## config.mk

```make
export PLATFORM = sky130hd
export DESIGN_NAME = breakpoint_step_controller_core
export DESIGN_NICKNAME = d
export VERILOG_FILES = /design/src/bsc_pkg.sv /design/src/bsc_bp_table.sv /design/src/breakpoint_step_controller_core.sv
export SDC_FILE = /design/constraint.sdc
export NUM_CORES = 1
export LEC_CHECK = 0
export ABC_AREA = 1
export BUFFER_PORTS_ARGS = -buffer_cell sky130_fd_sc_hd__clkbuf_2
export CELL_PAD_IN_SITES_DETAIL_PLACEMENT = 1
export CELL_PAD_IN_SITES_GLOBAL_PLACEMENT = 2
export CORE_MARGIN = 2
export CORE_UTILIZATION = 44
export DETAILED_ROUTE_END_ITERATION = 6
export PLACE_DENSITY = 0.86
export SYNTH_ARGS = -nofsm -noshare
export SYNTH_HDL_FRONTEND = slang
export SYNTH_SLANG_ARGS = --single-unit
```

## constraint.sdc

```tcl
create_clock -name clk -period 3.9 [get_ports clk]
set_input_delay 0.195 -clock clk [delete_from_list [all_inputs] [get_ports clk]]
set_output_delay 0.195 -clock clk [all_outputs]
set_load 0.01 [all_outputs]
```

## src/bsc_pkg.sv

```systemverilog
// Shared types and constants for the breakpoint and step controller.
// No dependencies; imported by all design and verification files.
package bsc_pkg;

    localparam int BSC_ENTRIES = 16;

    localparam int ADDR_W    = 32;
    localparam int LEN_W     = 4;
    localparam int IN_DATA_W = 40;   // pc_address, inst_length, zero fill
    localparam int IN_USER_W = 4;    // mode, is_call
    localparam int OUT_DATA_W = 8;   // halt, run_state, hit, found, full, zero fill

    typedef enum logic [2:0] {
        MODE_INSTR   = 3'd0,
        MODE_STEP_IN = 3'd1,
        MODE_STEP_OV = 3'd2,
        MODE_RUN     = 3'd3,
        MODE_TERM    = 3'd4,
        MODE_TOGGLE  = 3'd5,
        MODE_REMOVE  = 3'd6
    } mode_t;

    typedef enum logic [1:0] {
        ST_SINGLE = 2'd0,
        ST_RUN    = 2'd1,
        ST_OVER   = 2'd2,
        ST_TERM   = 2'd3
    } run_state_t;

    // Request from the controller to the breakpoint table
    typedef struct packed {
        logic toggle;
        logic remove;
    } tbl_req_t;

    // Lookup results from the breakpoint table
    typedef struct packed {
        logic hit;
        logic found;
        logic full;
    } tbl_rsp_t;

endpackage

```

## src/bsc_bp_table.sv

```systemverilog
// Breakpoint table: address, valid and enable per entry, compared in parallel.
// Depends on bsc_pkg for the request and response structs.
module bsc_bp_table
    import bsc_pkg::*;
#(
    parameter int ENTRIES = BSC_ENTRIES
)
(
    input  logic                clk,
    input  logic                rst_n,
    input  logic [ADDR_W-1:0]   lookup_addr,
    input  logic                update,     // apply req this cycle
    input  tbl_req_t            req,
    output tbl_rsp_t            rsp
);

    logic [ADDR_W-1:0] addr_reg [ENTRIES];
    logic [ENTRIES-1:0] valid_reg;
    logic [ENTRIES-1:0] enabled_reg;
    logic [ENTRIES-1:0] valid_next;
    logic [ENTRIES-1:0] enabled_next;

    logic [ENTRIES-1:0] match;
    logic [ENTRIES-1:0] free_vec;
    logic [ENTRIES-1:0] free_oh;
    logic [ENTRIES-1:0] alloc;
    logic               found;

    // Addresses are unique among valid entries, so at most one match
    always_comb
    begin
        for (int i = 0; i < ENTRIES; i++)
        begin
            match[i] = valid_reg[i] && (addr_reg[i] == lookup_addr);
        end
    end

    assign found    = |match;
    assign free_vec = ~valid_reg;
    assign free_oh  = free_vec & (~free_vec + {{(ENTRIES-1){1'b0}}, 1'b1});

    assign rsp.hit   = |(match & enabled_reg);
    assign rsp.found = found;
    assign rsp.full  = !found && !(|free_vec);

    assign alloc = (update && req.toggle && !found) ? free_oh : '0;

    always_comb
    begin
        valid_next   = valid_reg;
        enabled_next = enabled_reg;
        if (update && req.toggle)
        begin
            enabled_next = (enabled_reg ^ match) | alloc;
            valid_next   = valid_reg | alloc;
        end
        else if (update && req.remove)
        begin
            valid_next   = valid_reg & ~match;
            enabled_next = enabled_reg & ~match;
        end
    end

    always_ff @(posedge clk or negedge rst_n)
    begin
        if (!rst_n)
        begin
            valid_reg   <= '0;
            enabled_reg <= '0;
        end
        else
        begin
            valid_reg   <= valid_next;
            enabled_reg <= enabled_next;
        end
    end

    always_ff @(posedge clk)
    begin
        for (int i = 0; i < ENTRIES; i++)
        begin
            if (alloc[i])
            begin
                addr_reg[i] <= lookup_addr;
            end
        end
    end

endmodule

```

## src/breakpoint_step_controller_core.sv

```systemverilog
// Top level of the breakpoint and step controller.
// Depends on bsc_pkg and bsc_bp_table.
//
// Usage:
//   s_* carries one transaction per instruction or debugger command.
//   s_tuser holds the command code and the call flag, s_tdata the address
//   and the instruction length. Every input transaction yields exactly one
//   m_* transaction with halt, run state, hit, found and full flags.
//   cfg_valid/cfg_data write break_on_entry; the write also reloads the run
//   state (1 single-step, 0 running). Write it only while no transaction is
//   in flight.
// Timing:
//   One transaction per cycle while m_tready is high. The result register loads
//   from the input register through a single pass of table compare and run-state
//   logic, whose path is set by the ENTRIES parallel 32-bit comparators.
// Reset:
//   The breakpoint table is emptied and the run state is single-step.
// Stall:
//   When m_tready is low the result holds, the input register holds one more
//   transaction, and s_tready drops until the result is taken.
module breakpoint_step_controller_core
    import bsc_pkg::*;
#(
    parameter int ENTRIES = BSC_ENTRIES
)
(
    input  logic                  clk,
    input  logic                  rst_n,
    // config
    input  logic                  cfg_valid,
    output logic                  cfg_ready,
    input  logic                  cfg_data,       // break_on_entry
    // input stream
    input  logic                  s_tvalid,
    output logic                  s_tready,
    input  logic [IN_DATA_W-1:0]  s_tdata,        // [31:0] pc_address, [35:32] inst_length
    input  logic [IN_USER_W-1:0]  s_tuser,        // [2:0] mode, [3] is_call
    // result stream
    output logic                  m_tvalid,
    input  logic                  m_tready,
    output logic [OUT_DATA_W-1:0] m_tdata         // [0] halt, [2:1] run_state,
                                                  // [3] breakpoint_hit,
                                                  // [4] entry_found, [5] table_full
);

    // Input register
    logic               in_valid_reg;
    logic [2:0]         in_mode_reg;
    logic [ADDR_W-1:0]  in_pc_reg;
    logic               in_call_reg;
    logic [LEN_W-1:0]   in_len_reg;

    // Result register
    logic                  out_valid_reg;
    logic [OUT_DATA_W-1:0] out_data_reg;
    logic [OUT_DATA_W-1:0] out_data_next;

    // Run state
    run_state_t         mode_state_reg, mode_state_next;
    logic [ADDR_W-1:0]  return_target_reg, return_target_next;
    logic [ADDR_W-1:0]  last_address_reg, last_address_next;
    logic [LEN_W-1:0]   last_length_reg, last_length_next;
    logic               last_is_call_reg, last_is_call_next;
    logic               have_last_reg, have_last_next;

    logic      advance;
    tbl_req_t  tbl_req;
    tbl_rsp_t  tbl_rsp;
    run_state_t st_tmp;
    logic      halt, hit, found, full;

    // Move the held transaction into the result register when there is room
    assign advance   = in_valid_reg && (!out_valid_reg || m_tready);
    assign s_tready  = !in_valid_reg || advance;
    assign cfg_ready = 1'b1;
    assign m_tvalid  = out_valid_reg;
    assign m_tdata   = out_data_reg;

    assign tbl_req.toggle = (in_mode_reg == MODE_TOGGLE);
    assign tbl_req.remove = (in_mode_reg == MODE_REMOVE);

    bsc_bp_table #(
        .ENTRIES (ENTRIES)
    ) u_table (
        .clk         (clk),
        .rst_n       (rst_n),
        .lookup_addr (in_pc_reg),
        .update      (advance),
        .req         (tbl_req),
        .rsp         (tbl_rsp)
    );

    always_comb
    begin
        mode_state_next    = mode_state_reg;
        return_target_next = return_target_reg;
        last_address_next  = last_address_reg;
        last_length_next   = last_length_reg;
        last_is_call_next  = last_is_call_reg;
        have_last_next     = have_last_reg;
        halt  = 1'b0;
        hit   = 1'b0;
        found = 1'b0;
        full  = 1'b0;
        st_tmp = mode_state_reg;

        unique case (in_mode_reg)
            MODE_INSTR:
            begin
                last_address_next = in_pc_reg;
                last_length_next  = in_len_reg;
                last_is_call_next = in_call_reg;
                have_last_next    = 1'b1;
                hit = tbl_rsp.hit;
                // An enabled breakpoint forces single-step from any state
                st_tmp = hit ? ST_SINGLE : mode_state_reg;
                mode_state_next = st_tmp;
                if (st_tmp == ST_SINGLE)
                begin
                    halt = 1'b1;
                end
                else if (st_tmp == ST_OVER && in_pc_reg == return_target_reg)
                begin
                    // Return address reached: drop back to single-step
                    mode_state_next    = ST_SINGLE;
                    return_target_next = '0;
                    halt = 1'b1;
                end
            end
            MODE_STEP_IN:
            begin
                // No state change
            end
            MODE_STEP_OV:
            begin
                // Arm only on a call; otherwise it is a plain step
                if (mode_state_reg != ST_OVER && have_last_reg && last_is_call_reg)
                begin
                    mode_state_next    = ST_OVER;
                    return_target_next = last_address_reg
                                       + {{(ADDR_W-LEN_W){1'b0}}, last_length_reg};
                end
            end
            MODE_RUN:
            begin
                mode_state_next = ST_RUN;
            end
            MODE_TERM:
            begin
                mode_state_next = ST_TERM;
            end
            MODE_TOGGLE:
            begin
                found = tbl_rsp.found;
                full  = tbl_rsp.full;
            end
            MODE_REMOVE:
            begin
                found = tbl_rsp.found;
            end
            default:
            begin
                // Unused code: report run state only
            end
        endcase

        out_data_next = {2'b00, full, found, hit, mode_state_next, halt};
    end

    always_ff @(posedge clk or negedge rst_n)
    begin
        if (!rst_n)
        begin
            in_valid_reg      <= 1'b0;
            out_valid_reg     <= 1'b0;
            mode_state_reg    <= ST_SINGLE;
            return_target_reg <= '0;
            last_address_reg  <= '0;
            last_length_reg   <= '0;
            last_is_call_reg  <= 1'b0;
            have_last_reg     <= 1'b0;
        end
        else
        begin
            if (s_tvalid && s_tready)
            begin
                in_valid_reg <= 1'b1;
            end
            else if (advance)
            begin
                in_valid_reg <= 1'b0;
            end

            if (advance)
            begin
                out_valid_reg <= 1'b1;
            end
            else if (m_tready)
            begin
                out_valid_reg <= 1'b0;
            end

            if (cfg_valid && cfg_ready)
            begin
                // Reload the run state from break_on_entry
                mode_state_reg <= cfg_data ? ST_SINGLE : ST_RUN;
            end
            else if (advance)
            begin
                mode_state_reg    <= mode_state_next;
                return_target_reg <= return_target_next;
                last_address_reg  <= last_address_next;
                last_length_reg   <= last_length_next;
                last_is_call_reg  <= last_is_call_next;
                have_last_reg     <= have_last_next;
            end
        end
    end

    // Payload registers
    always_ff @(posedge clk)
    begin
        if (s_tvalid && s_tready)
        begin
            in_mode_reg <= s_tuser[2:0];
            in_call_reg <= s_tuser[3];
            in_pc_reg   <= s_tdata[ADDR_W-1:0];
            in_len_reg  <= s_tdata[ADDR_W+LEN_W-1:ADDR_W];
        end
        if (advance)
        begin
            out_data_reg <= out_data_next;
        end
    end

    // A halt always leaves the unit in single-step
    assert property (@(posedge clk) disable iff (!rst_n)
        (out_valid_reg && out_data_reg[0]) |-> (out_data_reg[2:1] == ST_SINGLE))
        else $error("halt reported outside single-step");

    // A breakpoint hit always halts
    assert property (@(posedge clk) disable iff (!rst_n)
        (out_valid_reg && out_data_reg[3]) |-> out_data_reg[0])
        else $error("breakpoint hit without halt");

    // Full and found never come together
    assert property (@(posedge clk) disable iff (!rst_n)
        out_valid_reg |-> !(out_data_reg[4] && out_data_reg[5]))
        else $error("table_full with entry_found");

    // Input back-pressure only when both registers are occupied
    assert property (@(posedge clk) disable iff (!rst_n)
        !s_tready |-> (in_valid_reg && out_valid_reg && !m_tready))
        else $error("s_tready low with room available");

    // A stalled result is not overwritten
    assert property (@(posedge clk) disable iff (!rst_n)
        (out_valid_reg && !m_tready) |=> $stable(out_data_reg))
        else $error("result changed while stalled");

endmodule

```

==> run_results.csv, run 1 <==
group,metric,value,unit
placement,place_area,32300,um2
detailed_routing,first_pass_iters,4,
detailed_routing,drcViolationCount,0,
detailed_routing,ant_nets,0,
cts,root_buffer,"clkbuf_16",
logic_synthesis,synth_area,30900,um2
floorplan,core,69800,um2
pwr,swShare,0.250,
cts,clkTransAtPathRegs,60,ps
status,outcome,"finished, final reports clean",
sta,fin_tns_setup,0,ps
setup_path,critPathRequiredTime,4420,ps
sta,fin_worst_skew,25.3,ps
pwr,p_int,13100,uW
logic_synthesis,synth_edf_count,558,
cells_and_area,fill_cells,7206,
detailed_routing,viasPerCell,4.99,
logic_synthesis,yosysTopAreaCell,"edfxtp_1",
placement,place_congestion,0.809,
floorplan,chipWidth,269,um
cells_and_area,finalNonFillerCells,3728,
detailed_routing,drt_iter0_markers,1163,
placement,placed_cells,3541,
pwr,seqPwrFrac,0.480,
pwr,p_clk_frac,0.408,
setup_path,worstSetupStartpoint,"in_pc_reg[15]",
sta,tightest_slew,907,ps
floorplan,die_h,269,um
sta,fmax,284,MHz
global_route,grt.total_usage,0.211,
cells_and_area,area_growth_syn_to_layout,14.0,%
placement,port_buffers,53,
sta,relSlewSlack,0.396,
cells_and_area,multi_input_area,9940,um2
setup_path,crit_fanout,30,
detailed_routing,wl_per_cell,19.7,um
sta,setup_slack,373,ps
logic_synthesis,synth_top_area_share,0.542,
pwr,power_density,495,nW/um2
floorplan,placementRows,97,
sta,rsz0062_at_grt,"no",
logic_synthesis,ys_seq_area_frac,0.628,
sta,fin_crit,3530,ps
pwr,power_switching,4370,uW
cells_and_area,layout-drive-gt1-share,0.115,
floorplan,start_util,0.443,
hold_path,hold_class,"primary input to async pin",
detailed_routing,vias,18600,
global_route,grt_overflow,0,
floorplan,die_area,72400,um2
setup_path,crit_type,"flip-flop to flip-flop",
placement,dpl.hpwl,46200,um
setup_path,end_kind,"flip-flop",
global_route,antenna_found_initial,1,
cells_and_area,regArea,19400,um2
cells_and_area,largest_reg_flops,512,
pwr,p_comb_frac,0.112,
cts,clkLatencyLatePin,630,ps
logic_synthesis,synth-main-ff-cell,"edfxtp_1",
cts,htreeDepth,3,
sta,final_max_slew_viol_count,0,
sta,fin_crit_sh,0.904,
setup_path,timing.rr.start,"in_pc_reg[15]",
logic_synthesis,syn_inst,2556,
detailed_routing,postRouteWirelength,73600,um
global_route,grt_pass1_wl,117000,um
cts,cts_buffer_depth,3,
logic_synthesis,synth-warning-count,0,
logic_synthesis,avgSynthCellArea,12.1,um2
logic_synthesis,synth_cell_types,40,
cells_and_area,final_common_cell,"nand2_1",
logic_synthesis,ys_seq_elements,664,
placement,pre_cts_ws,161,ps
cts,numCtsBuffers,74,
setup_path,critPathLaunchType,"flip-flop",
floorplan,ioPinCount,61,
global_route,grt_pass1_vias,20900,
cells_and_area,fin_area,35200,um2
cts,cts_tree,"done",
sta,hold_violations,0,
job,maxCapViolations,0,
setup_path,worst_ep_arrival_time,4050,ps
cts,cts.sinks,664,
cells_and_area,final_cell_mix,"nand2_1 (607), edfxtp_1 (558), xnor2_1 (486)",
sta,setup_violations,0,
global_route,grt_max_degree,63,
cells_and_area,nets,2814,
logic_synthesis,async_flop_share,0.160,
logic_synthesis,synthTopCellsByArea,"edfxtp_1 (54%), xnor2_1 (14%), dfrtp_1 (8.6%)",
pwr,p_leak,0.0128,uW
pwr,totalPowerFinal,17500,uW
pwr,peakVddDrop,355,uV
## power groups by stage
stage	sequential, uW	combinational, uW	clock (uW)
CTS	8390	1970	7280
floorplan	8470	1370	0
detailed placement	8530	1910	0
finish	8380	1950	7120
global placement	8500	1790	0
global route	8430	2190	7540
## path summary, 6_finish.rpt
path	endpoint	slack, ps	depth (start not counted)
max	return_target_reg[27]	370	20
min	m_tvalid	190	2
max reg2reg	return_target_reg[27]	370	20
min reg2reg	have_last_reg	460	1
max in group asynchronous	last_address_reg[17]	2710	3
min in group clk	in_pc_reg[27]	280	2
## cell usage after synthesis, types with 2 or more instances
master / number
a21oi_1: 16
nor2_1: 249
nor2_2: 6
mux2_2: 14
nor3_1: 15
nand3_1: 41
mux2i_1: 6
edfxtp_1: 558
buf_12: 22
nand4_1: 9
a21oi_2: 8
buf_2: 7
a211oi_1: 10
o21ai_0: 61
nand3_2: 25
xor2_1: 43
clkbuf_1: 10
conb_1: 2
nand2_2: 8
ha_1: 36
buf_8: 7
buf_6: 36
buf_4: 5
nand2_1: 607
o21ai_1: 2
inv_1: 129
dfrtp_1: 106
inv_2: 8
xnor2_1: 486
nor4_1: 10
or2_2: 5
## per-layer routing
layer / up-vias / GRT usage / part of all wire
met2: 286 / 0.375 / 0.51
met1: 9445 / 0.256 / 0.42
met4: 0 / 0.0823 / 0.035
li1: 8720 / - / -
met3: 136 / 0.0363 / 0.031
met5: - / 0 / 0
## what timing repair did
item	CTS	global route
hold buffers	47	0
buffers inserted	0	3
hold endpoints to repair	104	0
resized for setup	0	3
endpoints found under the setup margin	0	32
## worst max-delay path, cell delays in order (launching register included)
cell	delay [ps]
edfxtp_1	320
buf_4	410
xnor2_1	150
nand2_1	80
nor2_1	40
nand2_1	110
nor2_1	130
nand3_2	110
inv_1	50
ha_1	170
or2_0	270
nor4_2	270
nand2_1	230
inv_1	160
nand3_1	80
inv_1	60
nand3_1	120
nand2_1	110
nand3_1	120
buf_12	220
o21ai_0	190
## stage by stage
step / hold WS, ps / utilization
final: 192 / 0.505
after global routing: 258 / 0.505
after CTS: 235 / 0.504
after detailed placement: 348 / 0.462
after global placement: 337 / 0.462
after floorplan: -101 / -
## final cells by class
cell class	instances	area share
repair buffers	182	0.0493
clock inverters	39	0.0120
multi-input cells	1668	0.282
flip-flops and latches	664	0.551
clock buffers	97	0.0579
diodes	1	0.0000710
inverters	137	0.0146
well taps	940	0.0334
## kinds of logic after synthesis
| logic type | count (synthesis) | share of synthesized area |
|---|---|---|
| AND/OR/NAND/NOR | 980 | 0.131 |
| flip-flops | 664 | 0.628 |
| adder cells (fa/ha/maj) | 37 | 0.0152 |
| other | 2 | 0.000243 |
| XOR/XNOR | 529 | 0.150 |
| buffers and inverters | 225 | 0.0511 |
| multiplexers | 20 | 0.00704 |
| AO/OA/AOI/OAI | 99 | 0.0180 |
No activity file was read; power rests on OpenSTA's default activity.
==> run 2: changes to the inputs <==
==> constraint.sdc (replaced) <==
create_clock -name clk -period 3.8 [get_ports clk]
set_input_delay 0.19 -clock clk [delete_from_list [all_inputs] [get_ports clk]]
set_output_delay 0.19 -clock clk [all_outputs]
set_load 0.01 [all_outputs]
==> run 2 against run 1 <==
Net effect: critical path depth rose by 1; register-to-register slack about the same; final cell count about the same; count of clock-buffer cells in the layout shrank 2; setup slack lost 5.5 ps; clock skew fell by 4.2 ps; core utilization barely moved; sequential power rose by 2.6%; first-iteration DRC count is 22% lower; clock power shrank 5.8%; hold slack gained 5.7 ps; highest routed layer unchanged.
==> run_results.csv, run 2 (synthesis gave the netlist of run 1 again) <==
group,metric,value,unit
status,outcome,"finished, final reports clean",
pwr,p_clk_frac,0.388,
cells_and_area,diodes,0,
placement,port_buffers,53,
global_route,antenna_found_initial,0,
floorplan,die_area,72400,um2
pwr,p_comb_frac,0.114,
pwr,power_switching,4350,uW
global_route,grt_pass1_vias,20300,
setup_path,worstSetupStartpoint,"in_pc_reg[6]",
cts,cts_tree,"done",
pwr,power_density,491,nW/um2
cells_and_area,final_common_cell,"nand2_1",
sta,rsz0062_at_grt,"no",
detailed_routing,viasPerCell,4.95,
sta,setup_violations,0,
global_route,grt.total_usage,0.209,
floorplan,ioPinCount,61,
pwr,seqPwrFrac,0.498,
setup_path,critPathLaunchType,"flip-flop",
floorplan,placementRows,97,
detailed_routing,first_pass_iters,7,
cts,numCtsBuffers,74,
detailed_routing,drt_iter0_markers,906,
sta,final_max_slew_viol_count,0,
detailed_routing,vias,18400,
detailed_routing,postRouteWirelength,72600,um
cells_and_area,layout-drive-gt1-share,0.116,
setup_path,crit_type,"flip-flop to flip-flop",
cts,cts.sinks,664,
setup_path,end_kind,"flip-flop",
sta,fin_tns_setup,0,ps
setup_path,critPathRequiredTime,4300,ps
cells_and_area,largest_reg_flops,512,
cts,root_buffer,"clkbuf_16",
cells_and_area,area_growth_syn_to_layout,13.9,%
pwr,swShare,0.252,
pwr,peakVddDrop,438,uV
cts,htreeDepth,3,
sta,hold_slack,198,ps
placement,place_congestion,0.823,
floorplan,core,69800,um2
floorplan,start_util,0.443,
sta,fin_worst_skew,21.1,ps
sta,hold_violations,0,
cts,clkTransAtPathRegs,50,ps
cts,cts_buffer_depth,3,
global_route,grt_overflow,0,
placement,dpl.hpwl,45600,um
detailed_routing,wl_per_cell,19.5,um
cells_and_area,final_cell_mix,"nand2_1 (606), edfxtp_1 (558), xnor2_1 (486)",
setup_path,r2r_end,"return_target_reg[11]",
job,maxCapViolations,0,
sta,fin_crit,3430,ps
setup_path,rrSetupSlack,370,ps
cts,clkLatencyLatePin,620,ps
pwr,p_int,12900,uW
setup_path,reg2reg_depth,21,
floorplan,chipWidth,269,um
pwr,totalPowerFinal,17300,uW
sta,fin_crit_sh,0.903,
cells_and_area,nets,2816,
global_route,grt_pass1_wl,115000,um
setup_path,crit_fanout,34,
detailed_routing,ant_nets,0,
sta,tightest_slew,1030,ps
pwr,p_leak,0.0128,uW
sta,relSlewSlack,0.312,
global_route,grt_max_degree,54,
cells_and_area,final_core_util,0.505,
sta,fmax,291,MHz
setup_path,worst_ep_arrival_time,3930,ps
hold_path,hold_class,"primary input to async pin",
detailed_routing,drcViolationCount,0,
floorplan,die_h,269,um
cells_and_area,fill_cells,7240,
setup_path,timing.rr.start,"in_pc_reg[6]",
run 2: per-stage QoR:
step | area, um2 | std cells | worst slack [ps]
after floorplan | 30900 | 2557 | 878
after global placement | 32400 | 3546 | 342
after detailed placement | 32400 | 3546 | 106
after CTS | 35200 | 3726 | 6.97
after global routing | 35200 | 3726 | 15.6
final | 35200 | 3726 | 368
run 2: final cells by class:
class | count | area (um2) | share of cell area
Timing Repair Buffer | 184 | 1920 | 0.0545
Sequential cell | 664 | 19400 | 0.551
Tap cell | 940 | 1180 | 0.0334
Clock buffer | 95 | 2000 | 0.0569
Multi-Input combinational cell | 1668 | 9940 | 0.282
Clock inverter | 38 | 249 | 0.00707
Inverter | 137 | 514 | 0.0146
run 2: worst max path at each step:
stage	to	slack (ps)
6_report	return_target_reg[11]	370
5_1_grt	return_target_reg[11]	20
4_1_cts	return_target_reg[11]	7
3_5_place_dp	return_target_reg[21]	110
3_3_place_gp	return_target_reg[28]	340
2_1_floorplan	u_table.addr_reg[13][0]	880
run 2: repair_timing:
action                                 CTS  global route
endpoints found under the hold margin   95             0
setup endpoints to repair                1            32
resized for setup                        1            11
hold buffers                            47             0
setup buffers                            0             0
cloned                                   0             0
run 2: metal layers:
layer	vias to the layer above	wire [um]	global-route usage	part of all wire
li1	8726	-	-	-
met1	9331	30400	0.255	0.42
met2	267	37700	0.376	0.52
met3	114	2320	0.0331	0.032
met4	0	2100	0.0671	0.029
met5	-	0	0	0
run 2: power by group through the flow:
stage	Sequential (uW)	Combinational, uW	Clock, uW
6_report	8600	1970	6710
5_1_grt	8640	2220	7150
4_1_cts	8600	2000	6880
3_5_place_dp	8750	1940	0
3_3_place_gp	8720	1830	0
2_1_floorplan	8690	1400	0
run 2: critical path: stages (launching register included):
cell and delay [ps]:
edfxtp_1 380, clkbuf_8 270, xnor2_1 250, nand2_1 90, nor2_1 120, nand2_1 60
nor2_1 400, nand3_2 170, inv_1 90, ha_1 130, or2_0 160, nor4_2 80
nand2_2 150, inv_1 100, nand3_1 70, inv_1 40, nand3_1 120, nand2_1 80
nand2_1 100, buf_12 210, nand2_1 70, o21ai_0 110
